==> config.mk <==
export PLATFORM = sky130hd
export DESIGN_NAME = pairwise_proximity_stop_unit
export DESIGN_NICKNAME = d
export VERILOG_FILES = /design/src/design/ppstop_pkg.sv /design/src/design/ppstop_store.sv /design/src/design/ppstop_calc.sv /design/src/design/ppstop_ctrl.sv /design/src/design/pairwise_proximity_stop_unit.sv
export SDC_FILE = /design/constraint.sdc
export NUM_CORES = 2
export LEC_CHECK = 0
export BUFFER_PORTS_ARGS = -buffer_cell sky130_fd_sc_hd__buf_2
export CAP_MARGIN = 30
export CORE_MARGIN = 2
export CORE_UTILIZATION = 45
export DETAILED_ROUTE_END_ITERATION = 10
export HOLD_SLACK_MARGIN = 0.12
export SYNTH_ARGS = -nofsm -noshare
export SYNTH_HDL_FRONTEND = slang
export SYNTH_SLANG_ARGS = --single-unit
==> constraint.sdc <==
create_clock -name i_clk -period 23 [get_ports i_clk]
set_input_delay 4.6 -clock i_clk [delete_from_list [all_inputs] [get_ports i_clk]]
set_output_delay 4.6 -clock i_clk [all_outputs]
set_load 0.02 [all_outputs]
==> src/design/ppstop_pkg.sv <==
`timescale 1ns / 1ps

package ppstop_pkg;

    // Table size and coordinate width.
    localparam int MAX_VEHICLES = 8;
    localparam int COORD_BITS   = 24;

    // Derived widths.
    localparam int IDX_BITS  = $clog2(MAX_VEHICLES);
    localparam int CNT_BITS  = $clog2(MAX_VEHICLES + 1);
    localparam int LIM_BITS  = 23;
    localparam int VIN_BITS  = 4;
    localparam int VIDX_BITS = 3;
    localparam int STOP_BITS = 8;
    localparam int OPW       = (COORD_BITS > LIM_BITS) ? COORD_BITS : LIM_BITS;
    localparam int PROD_W    = 2 * OPW;
    localparam int MASK_W    = (MAX_VEHICLES > STOP_BITS) ? MAX_VEHICLES : STOP_BITS;

    // Configuration port.
    localparam int CFG_IDX_BITS  = 2;
    localparam int CFG_DATA_BITS = 23;
    localparam logic [VIN_BITS-1:0] VIN_RESET = VIN_BITS'(8);

    typedef enum logic [CFG_IDX_BITS-1:0] {
        CFG_LIM_XY = 2'd0,
        CFG_LIM_Z  = 2'd1,
        CFG_VIN    = 2'd2
    } t_cfg_idx;

    // One table entry.
    typedef struct packed {
        logic signed [COORD_BITS-1:0] x;
        logic signed [COORD_BITS-1:0] y;
        logic signed [COORD_BITS-1:0] z;
    } t_pos;

    // Operation of the shared distance unit.
    typedef enum logic [2:0] {
        OP_NONE = 3'd0,
        OP_LIM  = 3'd1,
        OP_DIFF = 3'd2,
        OP_SQX  = 3'd3,
        OP_SQY  = 3'd4
    } t_calc_op;

    // Table access requested by the sequencer.
    typedef struct packed {
        logic                we;
        logic [IDX_BITS-1:0] waddr;
        logic [IDX_BITS-1:0] raddr_a;
        logic [IDX_BITS-1:0] raddr_b;
    } t_store_ctl;

endpackage

==> src/design/ppstop_store.sv <==
`timescale 1ns / 1ps

module ppstop_store (
    input  logic                                  i_clk,
    input  logic                                  i_rst_n,
    input  ppstop_pkg::t_store_ctl                i_ctl,
    input  ppstop_pkg::t_pos                      i_wdata,
    output ppstop_pkg::t_pos                      o_rdata_a,
    output ppstop_pkg::t_pos                      o_rdata_b,
    output logic [ppstop_pkg::MAX_VEHICLES-1:0]   o_valid
);

    ppstop_pkg::t_pos r_mem [ppstop_pkg::MAX_VEHICLES];
    ppstop_pkg::t_pos r_rd_a;
    ppstop_pkg::t_pos r_rd_b;
    logic [ppstop_pkg::MAX_VEHICLES-1:0] r_valid;

    // Position memory: one write port, two registered read ports.
    always_ff @(posedge i_clk) begin
        if (i_ctl.we) begin
            r_mem[i_ctl.waddr] <= i_wdata;
        end
        r_rd_a <= r_mem[i_ctl.raddr_a];
        r_rd_b <= r_mem[i_ctl.raddr_b];
    end

    // One valid bit per entry, cleared by reset.
    always_ff @(posedge i_clk) begin
        if (!i_rst_n) begin
            r_valid <= '0;
        end else if (i_ctl.we) begin
            r_valid[i_ctl.waddr] <= 1'b1;
        end
    end

    assign o_rdata_a = r_rd_a;
    assign o_rdata_b = r_rd_b;
    assign o_valid   = r_valid;

endmodule

==> src/design/ppstop_calc.sv <==
`timescale 1ns / 1ps

module ppstop_calc (
    input  logic                                i_clk,
    input  ppstop_pkg::t_calc_op                i_op,
    input  ppstop_pkg::t_pos                    i_a,
    input  ppstop_pkg::t_pos                    i_b,
    input  logic [ppstop_pkg::LIM_BITS-1:0]     i_lim_xy,
    input  logic [ppstop_pkg::LIM_BITS-1:0]     i_lim_z,
    output logic                                o_close
);

    logic [ppstop_pkg::COORD_BITS-1:0] r_dx;
    logic [ppstop_pkg::COORD_BITS-1:0] r_dy;
    logic [ppstop_pkg::COORD_BITS-1:0] r_dz;
    logic [ppstop_pkg::PROD_W-1:0]     r_prod;
    logic [ppstop_pkg::PROD_W-1:0]     r_acc;
    logic [ppstop_pkg::PROD_W-1:0]     r_lim2;
    logic [ppstop_pkg::OPW-1:0]        w_opnd;
    logic [ppstop_pkg::PROD_W-1:0]     w_prod;
    logic [ppstop_pkg::PROD_W:0]       w_sum;

    // Absolute difference of two signed coordinates; it always fits unsigned.
    function automatic logic [ppstop_pkg::COORD_BITS-1:0] abs_diff(
        input logic signed [ppstop_pkg::COORD_BITS-1:0] a,
        input logic signed [ppstop_pkg::COORD_BITS-1:0] b
    );
        logic signed [ppstop_pkg::COORD_BITS:0] d;
        d = $signed({a[ppstop_pkg::COORD_BITS-1], a}) - $signed({b[ppstop_pkg::COORD_BITS-1], b});
        abs_diff = d[ppstop_pkg::COORD_BITS] ? ppstop_pkg::COORD_BITS'(-d)
                                             : ppstop_pkg::COORD_BITS'(d);
    endfunction

    // Operand select for the shared squarer.
    always_comb begin
        case (i_op)
            ppstop_pkg::OP_LIM: w_opnd = ppstop_pkg::OPW'(i_lim_xy);
            ppstop_pkg::OP_SQX: w_opnd = ppstop_pkg::OPW'(r_dx);
            ppstop_pkg::OP_SQY: w_opnd = ppstop_pkg::OPW'(r_dy);
            default:            w_opnd = '0;
        endcase
    end

    assign w_prod = ppstop_pkg::PROD_W'(w_opnd) * ppstop_pkg::PROD_W'(w_opnd);

    // Datapath registers, each step loads its own result.
    always_ff @(posedge i_clk) begin
        case (i_op)
            ppstop_pkg::OP_LIM: begin
                r_lim2 <= w_prod;
            end
            ppstop_pkg::OP_DIFF: begin
                r_dx <= abs_diff(i_a.x, i_b.x);
                r_dy <= abs_diff(i_a.y, i_b.y);
                r_dz <= abs_diff(i_a.z, i_b.z);
            end
            ppstop_pkg::OP_SQX: begin
                r_prod <= w_prod;
            end
            ppstop_pkg::OP_SQY: begin
                r_acc  <= r_prod;
                r_prod <= w_prod;
            end
            default: begin
            end
        endcase
    end

    // Squared horizontal distance against the squared limit, plus the z test.
    assign w_sum   = {1'b0, r_acc} + {1'b0, r_prod};
    assign o_close = (w_sum < {1'b0, r_lim2}) &&
                     (ppstop_pkg::OPW'(r_dz) < ppstop_pkg::OPW'(i_lim_z));

endmodule

==> src/design/ppstop_ctrl.sv <==
`timescale 1ns / 1ps

module ppstop_ctrl (
    input  logic                                  i_clk,
    input  logic                                  i_rst_n,
    input  logic                                  i_in_valid,
    output logic                                  o_in_stall,
    input  logic                                  i_kind,
    input  logic [ppstop_pkg::VIDX_BITS-1:0]      i_vehicle_index,
    input  logic [ppstop_pkg::VIN_BITS-1:0]       i_vin,
    input  logic [ppstop_pkg::MAX_VEHICLES-1:0]   i_valid_bits,
    input  logic                                  i_close,
    output ppstop_pkg::t_store_ctl                o_store_ctl,
    output ppstop_pkg::t_calc_op                  o_op,
    output logic                                  o_out_valid,
    input  logic                                  i_out_stall,
    output logic [ppstop_pkg::STOP_BITS-1:0]      o_stop_mask
);

    typedef enum logic [7:0] {
        S_IDLE = 8'b0000_0001,
        S_LIM  = 8'b0000_0010,
        S_READ = 8'b0000_0100,
        S_DIFF = 8'b0000_1000,
        S_SQX  = 8'b0001_0000,
        S_SQY  = 8'b0010_0000,
        S_CMP  = 8'b0100_0000,
        S_OUT  = 8'b1000_0000
    } t_state;

    t_state                              r_state, n_state;
    logic [ppstop_pkg::CNT_BITS-1:0]     r_i, n_i;
    logic [ppstop_pkg::CNT_BITS-1:0]     r_j, n_j;
    logic [ppstop_pkg::MASK_W-1:0]       r_mask, n_mask;
    logic                                r_out_valid, n_out_valid;
    logic [ppstop_pkg::STOP_BITS-1:0]    r_out_mask, n_out_mask;

    logic [ppstop_pkg::CNT_BITS-1:0]     w_n;
    logic [ppstop_pkg::CNT_BITS-1:0]     w_j_inc;
    logic [ppstop_pkg::CNT_BITS-1:0]     w_i_inc;
    logic [ppstop_pkg::CNT_BITS-1:0]     w_i_inc2;
    logic                                w_more;
    logic [ppstop_pkg::CNT_BITS-1:0]     w_next_i;
    logic [ppstop_pkg::CNT_BITS-1:0]     w_next_j;
    logic                                w_pair_valid;

    // Entries taking part, saturated to the table size.
    assign w_n = (int'(i_vin) > ppstop_pkg::MAX_VEHICLES)
               ? ppstop_pkg::CNT_BITS'(ppstop_pkg::MAX_VEHICLES)
               : ppstop_pkg::CNT_BITS'(i_vin);

    // Next pair (i, j) with i < j < n, row by row.
    assign w_j_inc  = r_j + ppstop_pkg::CNT_BITS'(1);
    assign w_i_inc  = r_i + ppstop_pkg::CNT_BITS'(1);
    assign w_i_inc2 = r_i + ppstop_pkg::CNT_BITS'(2);

    always_comb begin
        if (w_j_inc < w_n) begin
            w_more   = 1'b1;
            w_next_i = r_i;
            w_next_j = w_j_inc;
        end else if (w_i_inc2 < w_n) begin
            w_more   = 1'b1;
            w_next_i = w_i_inc;
            w_next_j = w_i_inc2;
        end else begin
            w_more   = 1'b0;
            w_next_i = r_i;
            w_next_j = r_j;
        end
    end

    assign w_pair_valid = i_valid_bits[r_i[ppstop_pkg::IDX_BITS-1:0]] &&
                          i_valid_bits[r_j[ppstop_pkg::IDX_BITS-1:0]];

    // Sequencer for updates and the pair scan.
    always_comb begin
        n_state     = r_state;
        n_i         = r_i;
        n_j         = r_j;
        n_mask      = r_mask;
        n_out_valid = r_out_valid && i_out_stall;
        n_out_mask  = r_out_mask;
        o_op        = ppstop_pkg::OP_NONE;
        o_store_ctl.we      = 1'b0;
        o_store_ctl.waddr   = ppstop_pkg::IDX_BITS'(i_vehicle_index);
        o_store_ctl.raddr_a = r_i[ppstop_pkg::IDX_BITS-1:0];
        o_store_ctl.raddr_b = r_j[ppstop_pkg::IDX_BITS-1:0];

        case (r_state)
            S_IDLE: begin
                if (i_in_valid) begin
                    if (i_kind) begin
                        n_state = S_LIM;
                        n_i     = '0;
                        n_j     = ppstop_pkg::CNT_BITS'(1);
                        n_mask  = '0;
                    end else if (int'(i_vehicle_index) < int'(w_n)) begin
                        o_store_ctl.we = 1'b1;
                    end
                end
            end
            S_LIM: begin
                o_op    = ppstop_pkg::OP_LIM;
                n_state = (w_n >= ppstop_pkg::CNT_BITS'(2)) ? S_READ : S_OUT;
            end
            S_READ: begin
                // Pairs with an invalid entry are skipped here, without the calculation steps.
                if (w_pair_valid) begin
                    n_state = S_DIFF;
                end else if (w_more) begin
                    n_i = w_next_i;
                    n_j = w_next_j;
                end else begin
                    n_state = S_OUT;
                end
            end
            S_DIFF: begin
                o_op    = ppstop_pkg::OP_DIFF;
                n_state = S_SQX;
            end
            S_SQX: begin
                o_op    = ppstop_pkg::OP_SQX;
                n_state = S_SQY;
            end
            S_SQY: begin
                o_op    = ppstop_pkg::OP_SQY;
                n_state = S_CMP;
            end
            S_CMP: begin
                if (i_close) begin
                    n_mask = r_mask | (ppstop_pkg::MASK_W'(1) << r_i)
                                    | (ppstop_pkg::MASK_W'(1) << r_j);
                end
                if (w_more) begin
                    n_i     = w_next_i;
                    n_j     = w_next_j;
                    n_state = S_READ;
                end else begin
                    n_state = S_OUT;
                end
            end
            S_OUT: begin
                // Hand the mask to the output register once it is free.
                if (!r_out_valid || !i_out_stall) begin
                    n_out_valid = 1'b1;
                    n_out_mask  = r_mask[ppstop_pkg::STOP_BITS-1:0];
                    n_state     = S_IDLE;
                end
            end
            default: begin
                n_state = S_IDLE;
            end
        endcase
    end

    // Control registers.
    always_ff @(posedge i_clk) begin
        if (!i_rst_n) begin
            r_state     <= S_IDLE;
            r_out_valid <= 1'b0;
        end else begin
            r_state     <= n_state;
            r_out_valid <= n_out_valid;
        end
    end

    // Scan counters and masks.
    always_ff @(posedge i_clk) begin
        r_i        <= n_i;
        r_j        <= n_j;
        r_mask     <= n_mask;
        r_out_mask <= n_out_mask;
    end

    assign o_in_stall  = (r_state != S_IDLE);
    assign o_out_valid = r_out_valid;
    assign o_stop_mask = r_out_mask;

endmodule

==> src/design/pairwise_proximity_stop_unit.sv <==
`timescale 1ns / 1ps

// Pairwise proximity stop unit. A position update word (kind 0) writes x, y, z
// for one vehicle and marks it valid; it is taken one per cycle while the unit
// is idle, gives no result, and is dropped when vehicle_index is not below
// vehicles_in_use. A tick word (kind 1) scans every pair of valid entries among
// the first vehicles_in_use and returns one stop_mask word with both bits of
// each too-close pair set. The scan runs on one shared squarer under a small
// sequencer: a tick holds the input stalled while pairs are scanned, and also
// while the previous mask still sits stalled in the output register, since the
// new mask waits for that register to free up. Each valid pair goes through a
// table read, the differences, two squarings and one compare; a pair with an
// invalid entry is skipped after the table check. A finished mask waits in the
// output register while the next words are accepted. Configuration must be
// written only while the unit is idle; the block itself does not enforce this.
module pairwise_proximity_stop_unit (
    input  logic                                     i_clk,
    input  logic                                     i_rst_n,
    input  logic                                     i_cfg_we,
    input  logic [ppstop_pkg::CFG_IDX_BITS-1:0]      i_cfg_index,
    input  logic [ppstop_pkg::CFG_DATA_BITS-1:0]     i_cfg_data,
    input  logic                                     i_in_valid,
    output logic                                     o_in_stall,
    input  logic                                     i_kind,
    input  logic [ppstop_pkg::VIDX_BITS-1:0]         i_vehicle_index,
    input  logic signed [ppstop_pkg::COORD_BITS-1:0] i_pos_x,
    input  logic signed [ppstop_pkg::COORD_BITS-1:0] i_pos_y,
    input  logic signed [ppstop_pkg::COORD_BITS-1:0] i_pos_z,
    output logic                                     o_out_valid,
    input  logic                                     i_out_stall,
    output logic [ppstop_pkg::STOP_BITS-1:0]         o_stop_mask
);

    logic [ppstop_pkg::LIM_BITS-1:0]      r_lim_xy;
    logic [ppstop_pkg::LIM_BITS-1:0]      r_lim_z;
    logic [ppstop_pkg::VIN_BITS-1:0]      r_vin;

    ppstop_pkg::t_store_ctl               w_store_ctl;
    ppstop_pkg::t_calc_op                 w_op;
    ppstop_pkg::t_pos                     w_wdata;
    ppstop_pkg::t_pos                     w_rdata_a;
    ppstop_pkg::t_pos                     w_rdata_b;
    logic [ppstop_pkg::MAX_VEHICLES-1:0]  w_valid_bits;
    logic                                 w_close;

    // Configuration registers.
    always_ff @(posedge i_clk) begin
        if (!i_rst_n) begin
            r_lim_xy <= '0;
            r_lim_z  <= '0;
            r_vin    <= ppstop_pkg::VIN_RESET;
        end else if (i_cfg_we) begin
            case (ppstop_pkg::t_cfg_idx'(i_cfg_index))
                ppstop_pkg::CFG_LIM_XY: r_lim_xy <= i_cfg_data[ppstop_pkg::LIM_BITS-1:0];
                ppstop_pkg::CFG_LIM_Z:  r_lim_z  <= i_cfg_data[ppstop_pkg::LIM_BITS-1:0];
                ppstop_pkg::CFG_VIN:    r_vin    <= i_cfg_data[ppstop_pkg::VIN_BITS-1:0];
                default: begin
                end
            endcase
        end
    end

    assign w_wdata.x = i_pos_x;
    assign w_wdata.y = i_pos_y;
    assign w_wdata.z = i_pos_z;

    ppstop_ctrl u_ctrl (
        .i_clk           (i_clk),
        .i_rst_n         (i_rst_n),
        .i_in_valid      (i_in_valid),
        .o_in_stall      (o_in_stall),
        .i_kind          (i_kind),
        .i_vehicle_index (i_vehicle_index),
        .i_vin           (r_vin),
        .i_valid_bits    (w_valid_bits),
        .i_close         (w_close),
        .o_store_ctl     (w_store_ctl),
        .o_op            (w_op),
        .o_out_valid     (o_out_valid),
        .i_out_stall     (i_out_stall),
        .o_stop_mask     (o_stop_mask)
    );

    ppstop_store u_store (
        .i_clk     (i_clk),
        .i_rst_n   (i_rst_n),
        .i_ctl     (w_store_ctl),
        .i_wdata   (w_wdata),
        .o_rdata_a (w_rdata_a),
        .o_rdata_b (w_rdata_b),
        .o_valid   (w_valid_bits)
    );

    ppstop_calc u_calc (
        .i_clk    (i_clk),
        .i_op     (w_op),
        .i_a      (w_rdata_a),
        .i_b      (w_rdata_b),
        .i_lim_xy (r_lim_xy),
        .i_lim_z  (r_lim_z),
        .o_close  (w_close)
    );

endmodule

==> summary.md <==
| Metric | Value |
|---|---|
| Global placement routability congestion | `roughly 0.95` |
| Initial DRC count | `3272` |
| CTS tree | `done` |
| Min Hold Slack | `around 0.44 ns` |
| Buffer count from post-CTS setup fixing | `0` |
| Post-synth ARST share | `0%` |
| CTS Sinks | `around 1k` |
| Core region area | `about 140000 µm²` |
| Max Fclk | `just over 90 MHz` |
| Status | `completed` |
| Wire length per cell | `roughly 22 µm` |
| Initial antenna violation count | `35` |
| Largest net degree at the start of global routing | `between 90 and 100` |
| TritonCTS Buffers | `between 100 and 150` |
| Setup Viol. Count Final | `0` |
| Max-cap violations | `0` |
| PortBufs | `between 100 and 150` |
| Number of global-route vias before repair | `around 43k` |
| Drt total wl | `roughly 160000 µm` |
| Filler cells | `roughly 13k` |
| Initial DRT Pass Iterations | `6` |
| DIE HEIGHT | `383.4 µm` |
| Clock-pin slew on the worst setup and hold paths | `around 0.060 ns` |
| Htree depth | `3` |
| Cts hold-fix bufs | `0` |
| Vias per Instance | `approximately 5.5` |
| Arrival time of the worst setup path | `roughly 11 ns` |
| CP required | `approximately 23 ns` |
| Global Route Usage Sum | `~22%` |
| Drt drc | `0` |
| Synthesized area per cell | `about 12 µm²` |
| Die W | `between 300 and 400 µm` |
| Mapped Nets | `6331` |
| Die Area | `around 150000 µm²` |
| Startpoint Class | `flip-flop` |
| Seq cells post-synth | `1024` |
| Worst-case clock buffer depth | `3` |
| Normalized max-slew margin | `29.28%` |
| Final Cycle Share | `46.89%` |
| Antenna-violating nets left | `0` |
| Top_reg_cell synth | `edfxtp_1` |
| DP HPWL | `between 100000 and 150000 µm` |
| Post-synthesis cell area | `around 65000 µm²` |
| Worst Clk Skew | `0.09382 ns` |
| Max stage delay on crit path | `0.74 ns` |
| Most used cell, CP | `fa_1` |
| Via count | `about 41k` |
| Cell variety after synth | `90` |
| Pins Over Slew Limit | `0` |
| Final WS setup | `around 12 ns` |
| Hold Vio Cnt, Final | `0` |
| CTS root buffer | `clkbuf_16` |
| CP Max Fanout | `47` |
| Clk Latency, worst-skew pair | `roughly 0.8 ns` |
| Most frequent cells in the layout | `edfxtp_1, inv_1, nand2_1, fa_1, ha_1` |
| HP Class | `reg2reg` |
| Synth warnings | `0` |
| Fin nets | `6427` |
| Post-Syn Instances | `~5.4k` |
| First-pass GRT wire length | `around 250000 µm` |
| Resized cells post-CTS | `0` |
| Leakage power | `~30 nW` |
| RSZ-0062 raised after global routing | `false` |
| Area growth syn-to-layout | `10.26%` |
| Post-synth EDFFs | `slightly above 800` |
| R2R Setup Slk | `12.21 ns` |
| Power Density | `about 90 nW/µm²` |
| Share of layout cells above drive strength 1 | `around an eighth` |
| Initial Util | `45.20%` |
| # rows | `139` |
| Critical path type | `reg2reg` |
| Slowest cell on the critical path | `and3b_2` |
| Fin crit period | `10.79 ns` |
| Total gr overflow | `0` |
| IO Pins | `116` |
| Worst Tran Pin Value | `1.058 ns` |
| Most common cell after layout, fill and taps aside | `edfxtp_1` |
| Max IR drop VDD | `~0.089 mV` |
| Crit path capture type | `flip-flop` |
| Register area share after synthesis | `approximately 44%` |
| Setup TNS | `0 ns` |
| DP Worst Slack | `approximately 12 ns` |
-- report_power, final --
group,total [W],switching [W],internal [W]
logic,0.00247,0.00148,0.000985
clock network,0.00182,0.000763,0.00105
registers,0.00231,0.0000604,0.00225
-- state kept, by name, summed over array words and instances, names as in the netlist, 23 cells and up --
register and cells:
u_calc.r_lim2 47, u_calc.r_dz 24, u_store.r_mem 576, u_calc.r_dx 24, u_store.o_rdata_b 72, r_lim_xy 23, u_calc.r_acc 47, u_store.o_rdata_a 72
u_calc.r_dy 24, r_lim_z 23, u_calc.r_prod 47
-- synth_stat cells, types with 27 or more instances --
cell type,count,share of area [%]
edfxtp_1,813,38
xnor2_1,133,1.8
fa_1,425,13
and3_1,27,0.26
nor2b_1,32,0.31
mux4_2,292,10
and2_1,31,0.30
a21o_1,113,1.3
dfxtp_1,211,6.5
inv_1,796,4.6
clkbuf_1,145,0.84
buf_1,41,0.24
xor2_1,62,0.84
nor3_1,36,0.28
ha_1,379,7.3
nand2b_1,27,0.26
o21a_1,43,0.50
nand3_1,47,0.36
nand2_1,791,4.6
o21ai_0,83,0.64
a21oi_1,206,1.6
nor2_1,295,1.7
-- area by class of cell --
cell class                      instances  area (µm²)  share of cell area, %
Multi-Input combinational cell       3402       32460                  45.45
Sequential cell                      1024       28640                  40.09
Clock buffer                          151        3139                  4.395
Inverter                              805        3022                  4.231
Tap cell                             1903        2381                  3.334
Timing Repair Buffer                  175        1064                  1.489
Clock inverter                         53       683.2                 0.9565
Antenna cell                           14       35.03                0.04905
-- per-layer routing --
metal	global-route usage, %	share of wire (%)
met5	0	0.15
met4	8.424	3.7
met3	3.924	6.4
met2	37.39	48
met1	29.19	41
-- worst max-delay path, delay by kind of cell (launching register included) --
family	cells	cell delay, ns
AO/OA/AOI/OAI	9	2.30
adder cells (fa/ha/maj)	8	3.73
buffers and inverters	6	1.37
flip-flops	1	0.33
AND/OR/NAND/NOR	7	2.70
-- cell families after synthesis --
logic type,Yosys count,share of synthesized area [%]
DFF,1024,44.21
xor gates and xnor gates,196,2.662
and+or+nand+nor,1403,9.416
buffers and inverters,995,5.783
adders and majority gates,804,20.46
muxes,304,10.34
AOI/OAI and AO/OA,695,7.135
-- metrics by stage --
step / power (W) / cell area [µm²] / utilization (%) / instances
after floorplan: 0.004177 / 64780 / - / 5421
after global placement: 0.004791 / 67520 / 47.12 / 7306
after detailed placement: 0.004822 / 67570 / 47.15 / 7309
after CTS: 0.006650 / 71390 / 49.82 / 7513
after global routing: 0.006979 / 71400 / 49.83 / 7519
final: 0.006594 / 71420 / 49.84 / 7527
-- final timing paths --
kind / startpoint / end / cells after the start
hold / removal: u_calc.r_prod[46] / u_calc.r_acc[46] / 0
setup reg to reg: u_ctrl.r_state[3] / u_calc.r_lim2[47] / 30
hold reg to reg: u_calc.r_prod[46] / u_calc.r_acc[46] / 0
setup / recovery: u_ctrl.r_state[3] / u_calc.r_lim2[47] / 30
No activity file was read; power rests on OpenSTA's default activity.
